**config.mk**
```make
export PLATFORM = sky130hd
export DESIGN_NAME = yuv444_to_rgb_converter
export DESIGN_NICKNAME = d
export VERILOG_FILES = /design/src/hdl/yrgb_pkg.sv /design/src/hdl/yrgb_cfg.sv /design/src/hdl/yrgb_pipe.sv /design/src/hdl/yuv444_to_rgb_converter.sv
export SDC_FILE = /design/constraint.sdc
export NUM_CORES = 2
export LEC_CHECK = 0
export ABC_AREA = 1
export BUFFER_PORTS_ARGS = -buffer_cell sky130_fd_sc_hd__buf_2
export CAP_MARGIN = 20
export CORE_MARGIN = 1
export CORE_UTILIZATION = 40
export CTS_CLUSTER_DIAMETER = 30
export DETAILED_ROUTE_END_ITERATION = 10
export PLACE_DENSITY = 0.6
export SYNTH_ARGS = -nofsm -noshare
export SYNTH_HDL_FRONTEND = slang
export SYNTH_SLANG_ARGS = --single-unit
```
**constraint.sdc**
```tcl
create_clock -name i_clk -period 7 [get_ports i_clk]
set_input_delay 0 -clock i_clk [delete_from_list [all_inputs] [get_ports i_clk]]
set_output_delay 0 -clock i_clk [all_outputs]
set_load 0.02 [all_outputs]
```
**src/hdl/yrgb_pkg.sv**
```systemverilog
`default_nettype none

package yrgb_pkg;

    // Fractional bits carried by every coefficient.
    localparam int COEF_FRAC_BITS = 13;

    localparam int COEF_W  = 16;
    localparam int PIX_W   = 8;
    localparam int PROD_W  = 25;
    // Luma, offset and two chroma terms stay well inside 27 signed bits.
    localparam int SUM_W   = 27;
    localparam int QUOT_W  = SUM_W - COEF_FRAC_BITS;
    localparam int CNT_W   = 3;
    localparam int IDX_W   = 3;
    localparam int ORDER_W = 2;

    localparam logic [PIX_W-1:0] PAD_OPAQUE = 8'hff;
    localparam logic [PIX_W-1:0] PAD_ZERO   = 8'h00;
    localparam logic [PIX_W-1:0] BYTE_MAX   = 8'hff;

    localparam logic [CNT_W-1:0] COUNT_FOUR  = 3'd4;
    localparam logic [CNT_W-1:0] COUNT_THREE = 3'd3;

    // Byte orders.
    localparam logic [ORDER_W-1:0] ORDER_BGRA = 2'd0;
    localparam logic [ORDER_W-1:0] ORDER_ARGB = 2'd1;
    localparam logic [ORDER_W-1:0] ORDER_BGR  = 2'd2;
    localparam logic [ORDER_W-1:0] ORDER_RGB  = 2'd3;

    // Register indexes.
    localparam logic [IDX_W-1:0] REG_LUMA_GAIN   = 3'd0;
    localparam logic [IDX_W-1:0] REG_LUMA_OFFSET = 3'd1;
    localparam logic [IDX_W-1:0] REG_V_TO_RED    = 3'd2;
    localparam logic [IDX_W-1:0] REG_U_TO_GREEN  = 3'd3;
    localparam logic [IDX_W-1:0] REG_V_TO_GREEN  = 3'd4;
    localparam logic [IDX_W-1:0] REG_U_TO_BLUE   = 3'd5;
    localparam logic [IDX_W-1:0] REG_PIXEL_ORDER = 3'd6;

    localparam logic signed [COEF_W-1:0] RST_LUMA_GAIN   = 16'sd9539;
    localparam logic signed [COEF_W-1:0] RST_LUMA_OFFSET = -16'sd582;
    localparam logic signed [COEF_W-1:0] RST_V_TO_RED    = 16'sd13075;
    localparam logic signed [COEF_W-1:0] RST_U_TO_GREEN  = -16'sd3209;
    localparam logic signed [COEF_W-1:0] RST_V_TO_GREEN  = -16'sd6660;
    localparam logic signed [COEF_W-1:0] RST_U_TO_BLUE   = 16'sd16525;

    typedef logic signed [COEF_W-1:0] t_coef;
    typedef logic signed [PROD_W-1:0] t_prod;
    typedef logic signed [SUM_W-1:0]  t_sum;

    typedef struct packed {
        t_coef               luma_gain;
        t_coef               luma_offset_coef;
        t_coef               v_to_red;
        t_coef               u_to_green;
        t_coef               v_to_green;
        t_coef               u_to_blue;
        logic [ORDER_W-1:0]  pixel_order;
    } t_cfg;

    // Drops the fraction and saturates to one byte.
    function automatic logic [PIX_W-1:0] clamp_byte(input t_sum sum);
        logic [QUOT_W-1:0] q;
        logic [PIX_W-1:0]  res;
        q = sum[SUM_W-1:COEF_FRAC_BITS];
        if (sum[SUM_W-1]) begin
            res = '0;
        end else if (q > QUOT_W'(BYTE_MAX)) begin
            res = BYTE_MAX;
        end else begin
            res = q[PIX_W-1:0];
        end
        return res;
    endfunction

endpackage

`default_nettype wire

```
**src/hdl/yrgb_cfg.sv**
```systemverilog
`default_nettype none

module yrgb_cfg (
    input  wire logic                       i_clk,
    input  wire logic                       i_rst_n,
    input  wire logic                       i_cfg_valid,
    output logic                            o_cfg_ready,
    input  wire logic [yrgb_pkg::IDX_W-1:0] i_cfg_index,
    input  wire logic [yrgb_pkg::COEF_W-1:0] i_cfg_data,
    output yrgb_pkg::t_cfg                  o_cfg
);

    yrgb_pkg::t_cfg r_cfg;
    yrgb_pkg::t_cfg n_cfg;

    assign o_cfg_ready = 1'b1;
    assign o_cfg       = r_cfg;

    always_comb begin
        n_cfg = r_cfg;
        if (i_cfg_valid) begin
            unique case (i_cfg_index)
                yrgb_pkg::REG_LUMA_GAIN:   n_cfg.luma_gain        = i_cfg_data;
                yrgb_pkg::REG_LUMA_OFFSET: n_cfg.luma_offset_coef = i_cfg_data;
                yrgb_pkg::REG_V_TO_RED:    n_cfg.v_to_red         = i_cfg_data;
                yrgb_pkg::REG_U_TO_GREEN:  n_cfg.u_to_green       = i_cfg_data;
                yrgb_pkg::REG_V_TO_GREEN:  n_cfg.v_to_green       = i_cfg_data;
                yrgb_pkg::REG_U_TO_BLUE:   n_cfg.u_to_blue        = i_cfg_data;
                yrgb_pkg::REG_PIXEL_ORDER:
                    n_cfg.pixel_order = i_cfg_data[yrgb_pkg::ORDER_W-1:0];
                default: n_cfg = r_cfg;
            endcase
        end
    end

    always_ff @(posedge i_clk) begin
        if (!i_rst_n) begin
            r_cfg.luma_gain        <= yrgb_pkg::RST_LUMA_GAIN;
            r_cfg.luma_offset_coef <= yrgb_pkg::RST_LUMA_OFFSET;
            r_cfg.v_to_red         <= yrgb_pkg::RST_V_TO_RED;
            r_cfg.u_to_green       <= yrgb_pkg::RST_U_TO_GREEN;
            r_cfg.v_to_green       <= yrgb_pkg::RST_V_TO_GREEN;
            r_cfg.u_to_blue        <= yrgb_pkg::RST_U_TO_BLUE;
            r_cfg.pixel_order      <= yrgb_pkg::ORDER_BGRA;
        end else begin
            r_cfg <= n_cfg;
        end
    end

endmodule

`default_nettype wire

```
**src/hdl/yrgb_pipe.sv**
```systemverilog
`default_nettype none

module yrgb_pipe (
    input  wire logic                        i_clk,
    input  wire logic                        i_rst_n,
    input  wire yrgb_pkg::t_cfg              i_cfg,
    input  wire logic                        i_valid,
    output logic                             o_ready,
    input  wire logic [yrgb_pkg::PIX_W-1:0]  i_luma,
    input  wire logic [yrgb_pkg::PIX_W-1:0]  i_chroma_u,
    input  wire logic [yrgb_pkg::PIX_W-1:0]  i_chroma_v,
    output logic                             o_valid,
    input  wire logic                        i_ready,
    output logic [yrgb_pkg::PIX_W-1:0]       o_byte0,
    output logic [yrgb_pkg::PIX_W-1:0]       o_byte1,
    output logic [yrgb_pkg::PIX_W-1:0]       o_byte2,
    output logic [yrgb_pkg::PIX_W-1:0]       o_byte3,
    output logic [yrgb_pkg::CNT_W-1:0]       o_count
);

    logic en1;
    logic en2;
    logic en3;

    // Stage 1: the six products.
    logic                r_v1;
    yrgb_pkg::t_prod     r_p_luma;
    yrgb_pkg::t_prod     r_p_off;
    yrgb_pkg::t_prod     r_p_vr;
    yrgb_pkg::t_prod     r_p_ug;
    yrgb_pkg::t_prod     r_p_vg;
    yrgb_pkg::t_prod     r_p_ub;

    // Stage 2: channel sums.
    logic                r_v2;
    yrgb_pkg::t_sum      r_sum_r;
    yrgb_pkg::t_sum      r_sum_g;
    yrgb_pkg::t_sum      r_sum_b;

    // Stage 3: clamped and packed pixel.
    logic                              r_v3;
    logic [yrgb_pkg::PIX_W-1:0]        r_byte0;
    logic [yrgb_pkg::PIX_W-1:0]        r_byte1;
    logic [yrgb_pkg::PIX_W-1:0]        r_byte2;
    logic [yrgb_pkg::PIX_W-1:0]        r_byte3;
    logic [yrgb_pkg::CNT_W-1:0]        r_count;

    logic signed [yrgb_pkg::PIX_W:0]   luma_s;
    logic signed [yrgb_pkg::PIX_W-1:0] u_s;
    logic signed [yrgb_pkg::PIX_W-1:0] v_s;
    logic [yrgb_pkg::PIX_W-1:0]        red;
    logic [yrgb_pkg::PIX_W-1:0]        green;
    logic [yrgb_pkg::PIX_W-1:0]        blue;

    // A stage takes a new item when it is empty or its content moves on.
    assign en3     = !r_v3 || i_ready;
    assign en2     = !r_v2 || en3;
    assign en1     = !r_v1 || en2;
    assign o_ready = en1;

    // Removing the bias of 128 is an inversion of the top bit.
    assign luma_s = $signed({1'b0, i_luma});
    assign u_s    = $signed({~i_chroma_u[yrgb_pkg::PIX_W-1], i_chroma_u[yrgb_pkg::PIX_W-2:0]});
    assign v_s    = $signed({~i_chroma_v[yrgb_pkg::PIX_W-1], i_chroma_v[yrgb_pkg::PIX_W-2:0]});

    always_ff @(posedge i_clk) begin
        if (en1) begin
            r_p_luma <= luma_s * i_cfg.luma_gain;
            r_p_off  <= i_cfg.luma_offset_coef * $signed(9'sd255);
            r_p_vr   <= v_s * i_cfg.v_to_red;
            r_p_ug   <= u_s * i_cfg.u_to_green;
            r_p_vg   <= v_s * i_cfg.v_to_green;
            r_p_ub   <= u_s * i_cfg.u_to_blue;
        end
    end

    always_ff @(posedge i_clk) begin
        if (en2) begin
            r_sum_r <= yrgb_pkg::SUM_W'(r_p_luma) + yrgb_pkg::SUM_W'(r_p_off)
                     + yrgb_pkg::SUM_W'(r_p_vr);
            r_sum_g <= yrgb_pkg::SUM_W'(r_p_luma) + yrgb_pkg::SUM_W'(r_p_off)
                     + yrgb_pkg::SUM_W'(r_p_ug) + yrgb_pkg::SUM_W'(r_p_vg);
            r_sum_b <= yrgb_pkg::SUM_W'(r_p_luma) + yrgb_pkg::SUM_W'(r_p_off)
                     + yrgb_pkg::SUM_W'(r_p_ub);
        end
    end

    assign red   = yrgb_pkg::clamp_byte(r_sum_r);
    assign green = yrgb_pkg::clamp_byte(r_sum_g);
    assign blue  = yrgb_pkg::clamp_byte(r_sum_b);

    always_ff @(posedge i_clk) begin
        if (en3) begin
            unique case (i_cfg.pixel_order)
                yrgb_pkg::ORDER_BGRA: begin
                    r_byte0 <= blue;
                    r_byte1 <= green;
                    r_byte2 <= red;
                    r_byte3 <= yrgb_pkg::PAD_OPAQUE;
                    r_count <= yrgb_pkg::COUNT_FOUR;
                end
                yrgb_pkg::ORDER_ARGB: begin
                    // The pad byte repeats red.
                    r_byte0 <= red;
                    r_byte1 <= red;
                    r_byte2 <= green;
                    r_byte3 <= blue;
                    r_count <= yrgb_pkg::COUNT_FOUR;
                end
                yrgb_pkg::ORDER_BGR: begin
                    r_byte0 <= blue;
                    r_byte1 <= green;
                    r_byte2 <= red;
                    r_byte3 <= yrgb_pkg::PAD_ZERO;
                    r_count <= yrgb_pkg::COUNT_THREE;
                end
                default: begin
                    r_byte0 <= red;
                    r_byte1 <= green;
                    r_byte2 <= blue;
                    r_byte3 <= yrgb_pkg::PAD_ZERO;
                    r_count <= yrgb_pkg::COUNT_THREE;
                end
            endcase
        end
    end

    always_ff @(posedge i_clk) begin
        if (!i_rst_n) begin
            r_v1 <= 1'b0;
            r_v2 <= 1'b0;
            r_v3 <= 1'b0;
        end else begin
            if (en1) begin
                r_v1 <= i_valid;
            end
            if (en2) begin
                r_v2 <= r_v1;
            end
            if (en3) begin
                r_v3 <= r_v2;
            end
        end
    end

    assign o_valid = r_v3;
    assign o_byte0 = r_byte0;
    assign o_byte1 = r_byte1;
    assign o_byte2 = r_byte2;
    assign o_byte3 = r_byte3;
    assign o_count = r_count;

    a_three_byte_pad: assert property (@(posedge i_clk) disable iff (!i_rst_n)
        (r_v3 && r_count == yrgb_pkg::COUNT_THREE) |-> r_byte3 == yrgb_pkg::PAD_ZERO)
        else $error("three-byte pixel with a non-zero fourth byte");

    a_count_legal: assert property (@(posedge i_clk) disable iff (!i_rst_n)
        r_v3 |-> (r_count == yrgb_pkg::COUNT_THREE || r_count == yrgb_pkg::COUNT_FOUR))
        else $error("byte count out of range");

    a_stage1_hold: assert property (@(posedge i_clk) disable iff (!i_rst_n)
        (r_v1 && !en2) |=> (r_v1 && $stable(r_p_luma) && $stable(r_p_vr)))
        else $error("stalled item lost in the product stage");

    a_stage2_hold: assert property (@(posedge i_clk) disable iff (!i_rst_n)
        (r_v2 && !en3) |=> (r_v2 && $stable(r_sum_g)))
        else $error("stalled item lost in the sum stage");

    a_no_bubble_fill: assert property (@(posedge i_clk) disable iff (!i_rst_n)
        (!r_v1 && !r_v2 && !r_v3) |-> o_ready)
        else $error("empty pipeline refuses input");

endmodule

`default_nettype wire

```
**src/hdl/yuv444_to_rgb_converter.sv**
```systemverilog
// Channel   Direction  Handshake                   Payload
// s (pixel) in         i_s_tvalid / o_s_tready     i_s_tdata: luma, chroma_u, chroma_v
// m (pixel) out        o_m_tvalid / i_m_tready     o_m_tdata: bytes 0..3, byte_count
// cfg       in         i_cfg_valid / o_cfg_ready   i_cfg_index, i_cfg_data
//
// Results come from the clamp-and-pack register; one item a cycle unless the output stalls.
// The stages are the multipliers, the channel adders and the clamp-and-pack register.
// Each stage holds its item under a stall and refills as soon as it empties.
// Reset is synchronous and active low; it empties the pipeline and loads the
// default BT.601 coefficients with BGRA order. Configuration writes are always accepted.
`default_nettype none

module yuv444_to_rgb_converter (
    input  wire logic                          i_clk,
    input  wire logic                          i_rst_n,
    input  wire logic                          i_s_tvalid,
    output logic                               o_s_tready,
    input  wire logic [23:0]                   i_s_tdata,  // luma, chroma_u, chroma_v
    output logic                               o_m_tvalid,
    input  wire logic                          i_m_tready,
    output logic [39:0]                        o_m_tdata,  // out_byte0..3, byte_count, 0
    input  wire logic                          i_cfg_valid,
    output logic                               o_cfg_ready,
    input  wire logic [yrgb_pkg::IDX_W-1:0]    i_cfg_index,
    input  wire logic [yrgb_pkg::COEF_W-1:0]   i_cfg_data
);

    yrgb_pkg::t_cfg                  cfg;
    logic [yrgb_pkg::PIX_W-1:0]      byte0;
    logic [yrgb_pkg::PIX_W-1:0]      byte1;
    logic [yrgb_pkg::PIX_W-1:0]      byte2;
    logic [yrgb_pkg::PIX_W-1:0]      byte3;
    logic [yrgb_pkg::CNT_W-1:0]      count;

    yrgb_cfg u_cfg (
        .i_clk       (i_clk),
        .i_rst_n     (i_rst_n),
        .i_cfg_valid (i_cfg_valid),
        .o_cfg_ready (o_cfg_ready),
        .i_cfg_index (i_cfg_index),
        .i_cfg_data  (i_cfg_data),
        .o_cfg       (cfg)
    );

    yrgb_pipe u_pipe (
        .i_clk      (i_clk),
        .i_rst_n    (i_rst_n),
        .i_cfg      (cfg),
        .i_valid    (i_s_tvalid),
        .o_ready    (o_s_tready),
        .i_luma     (i_s_tdata[7:0]),
        .i_chroma_u (i_s_tdata[15:8]),
        .i_chroma_v (i_s_tdata[23:16]),
        .o_valid    (o_m_tvalid),
        .i_ready    (i_m_tready),
        .o_byte0    (byte0),
        .o_byte1    (byte1),
        .o_byte2    (byte2),
        .o_byte3    (byte3),
        .o_count    (count)
    );

    assign o_m_tdata = {5'b0, count, byte3, byte2, byte1, byte0};

endmodule

`default_nettype wire
```
==> flow_metrics.env <==
export IMPL_syn_avg_cell_area_sq_um=7.49
export IMPL_finalSetupTns_ps=0
export IMPL_drv_cap=0
export IMPL_nNetsFinal=7297
export IMPL_cts_root_buf="clkbuf_16"
export IMPL_synth_ff_type="edfxtp_1"
export IMPL_min_to="u_cfg.o_cfg[0]"
export IMPL_port_buffers=84
export IMPL_dp_hpwl_mm=103
export IMPL_drcViolationCount=0
export IMPL_rsz0062_at_grt="false"
export IMPL_ys_ff_latch=323
export IMPL_initial_core_util=0.406
export IMPL_cts_sinks=323
export IMPL_first_iter_violations=2341
export IMPL_worstMarginPinSlew_ps=1100
export IMPL_period_share=0.653
export IMPL_wl_mm=127
export IMPL_fin_worst_skew_ps=35.0
export IMPL_end_kind="flip-flop"
export IMPL_overflow=0
export IMPL_antenna_left=0
export IMPL_final_cell_mix="inv_1 (1,748), nand2_1 (1,463), fa_1 (613), nor2_1 (390), ha_1 (383)"
export IMPL_place_gp_congestion=0.958
export IMPL_r2r_start="u_cfg.o_cfg[81]"
export IMPL_clockBufferDepth=3
export IMPL_maxSlewViolCount=0
export IMPL_die_height_microns=343
export IMPL_clkTransAtPathRegs_ps=50
export IMPL_cts_setup_buffers=0
export IMPL_vias_per_cell=4.79
export IMPL_cp_max_fo=16
export IMPL_cts_made_buffers=93
export IMPL_tritoncts="built"
export IMPL_num_vias=37600
export IMPL_whs_path_depth=6
export IMPL_grt_antenna_before_repair=6
export IMPL_fp_dieW_microns=343
export IMPL_synth_edff_count=222
export IMPL_hp_class="input port to flip-flop"
export IMPL_critPathRequiredTime_ps=7430
export IMPL_ys_types=44
export IMPL_netlist_area_sq_mm=0.0466
export IMPL_drtPass1Iterations=7
export IMPL_synthesis_instances=6220
export IMPL_period_needed_ps=4570
export IMPL_r2r_end="u_pipe.r_p_off[24]"
export IMPL_cp_start_kind="flip-flop"
export IMPL_cp_data_arrival_time_ps=5000
export IMPL_grt_max_degree=60
export IMPL_ys_seq_area_frac=0.187
export IMPL_wl_per_cell_microns=16.2
export IMPL_final_common_cell="inv_1"
export IMPL_ff2ff_path_depth=15
export IMPL_worst_setup_path_type="flip-flop to flip-flop"
export IMPL_htreeDepth=3
export IMPL_grtUsageTotal=0.221
export IMPL_syn2layout_area_growth_pct=11.1
export IMPL_clkLatencyLatePin_ps=670
export IMPL_drive_above_1_share=0.0491
export IMPL_core_sq_mm=0.115
export IMPL_hold_viol=0
export IMPL_status="complete, no violations"
export IMPL_ios=91
export IMPL_slew_headroom=0.262
export IMPL_r2r_slack_ps=2430
export IMPL_setup_viol=0
export IMPL_die_area_sq_mm=0.118
export IMPL_grt_pass1_wl_mm=204
export IMPL_grt_pass1_vias=38300
export IMPL_ys_async_sr_fraction=0
export IMPL_yosys_warnings=0
export IMPL_fmax_mhz=219
export IMPL_holdCritStartpoint="i_cfg_index[0]"
export IMPL_num_rows=124
==> worst max-delay path, cell delays in order, from the launching register on <==
cell,delay [ps]
dfxtp_1,750
ha_1,390
xor2_1,260
inv_1,110
fa_1,540
inv_1,50
fa_1,440
fa_1,490
inv_1,40
ha_1,350
a21oi_1,280
o21ai_0,170
a21oi_1,200
nand3_1,100
nand2_1,60
nand2_1,70
==> synthesized netlist by cell type (18+ instances only) <==
cell type	n	share of area
o21ai_0	195	0.021
o21bai_1	18	0.0029
inv_1	1748	0.14
clkbuf_1	159	0.013
xnor2_1	50	0.0094
a21o_1	24	0.0039
nand3_1	239	0.026
ha_1	383	0.10
fa_1	613	0.26
a21oi_1	267	0.029
nor2_1	390	0.031
nor3_1	37	0.0040
xor2_1	75	0.014
nand2_1	1464	0.12
nand4_1	66	0.0089
dfxtp_1	101	0.043
edfxtp_1	222	0.14
==> cell type report <==
type	count	area, sq um
diodes	1	2.50
clock buffers	108	2470
clock inverters	67	812
fillers	11600	63000
inverters	1757	6600
multi-input cells	3961	30600
flip-flops and latches	323	8690
well taps	1512	1890
repair buffers	117	726
==> flip-flops by register name, summed over array words and instances, names as in the netlist, 14 cells and up <==
name             cells
u_pipe.r_sum_r      14
u_pipe.r_p_vr       24
u_pipe.r_p_luma     25
u_pipe.r_sum_g      14
u_pipe.r_p_vg       24
u_pipe.r_p_off      25
u_cfg.o_cfg         98
u_pipe.r_sum_b      14
u_pipe.r_p_ug       24
u_pipe.r_p_ub       24
==> how the worst max path moves through the flow <==
| stage | to | startpoint | slack (ps) |
|---|---|---|---|
| final | u_pipe.r_p_off[24] | u_cfg.o_cfg[81] | 2430 |
| after global routing | u_pipe.r_p_off[20] | u_cfg.o_cfg[81] | 2100 |
| after CTS | u_pipe.r_p_off[24] | u_cfg.o_cfg[81] | 2410 |
| after detailed placement | u_pipe.r_p_vr[20] | i_s_tdata[23] | 2330 |
| after global placement | u_pipe.r_p_ug[22] | i_s_tdata[11] | 2290 |
| after floorplan | u_pipe.r_p_luma[0] | u_pipe.o_valid | 1720 |
==> through the flow <==
stage / cell area (sq um) / cells / hold WS (ps) / utilization / setup WS, ps
after floorplan: 46600 / 6224 / 126 / - / 1720
after global placement: 48300 / 7647 / 245 / 0.420 / 2290
after detailed placement: 48300 / 7647 / 253 / 0.420 / 2330
after CTS: 51800 / 7844 / 7.83 / 0.451 / 2410
after global routing: 51800 / 7845 / 53.2 / 0.451 / 2100
final: 51800 / 7846 / 55.7 / 0.451 / 2430
==> logic make-up (layout without fill, tap and decap cells) <==
family	after synthesis	after routing	synth area share
other	2	7	0.000161
AOI/OAI and AO/OA	563	563	0.0658
DFF	323	323	0.187
xor gates and xnor gates	126	126	0.0239
buffers and inverters	1940	2049	0.157
and+or+nand+nor	2262	2262	0.198
adders and majority gates	996	996	0.366
muxes	8	8	0.00172
==> layer usage <==
layer  track usage  up-vias  wire length (microns)
met2         0.369      851                  59500
met1         0.285    17900                  56000
met3        0.0388      206                   6710
met5             0        -                      0
met4        0.0865        0                   4990
li1              -    18600                      -
==> repair_timing <==
| action | CTS | global route |
|---|---|---|
| hold endpoints to repair | 135 | 0 |
| hold buffers | 22 | 0 |
| gates resized for setup | 0 | 0 |
Power is left out: the tool's default activity adds up to more than one toggle a clock period on the data nets, which glitch-free logic cannot reach.
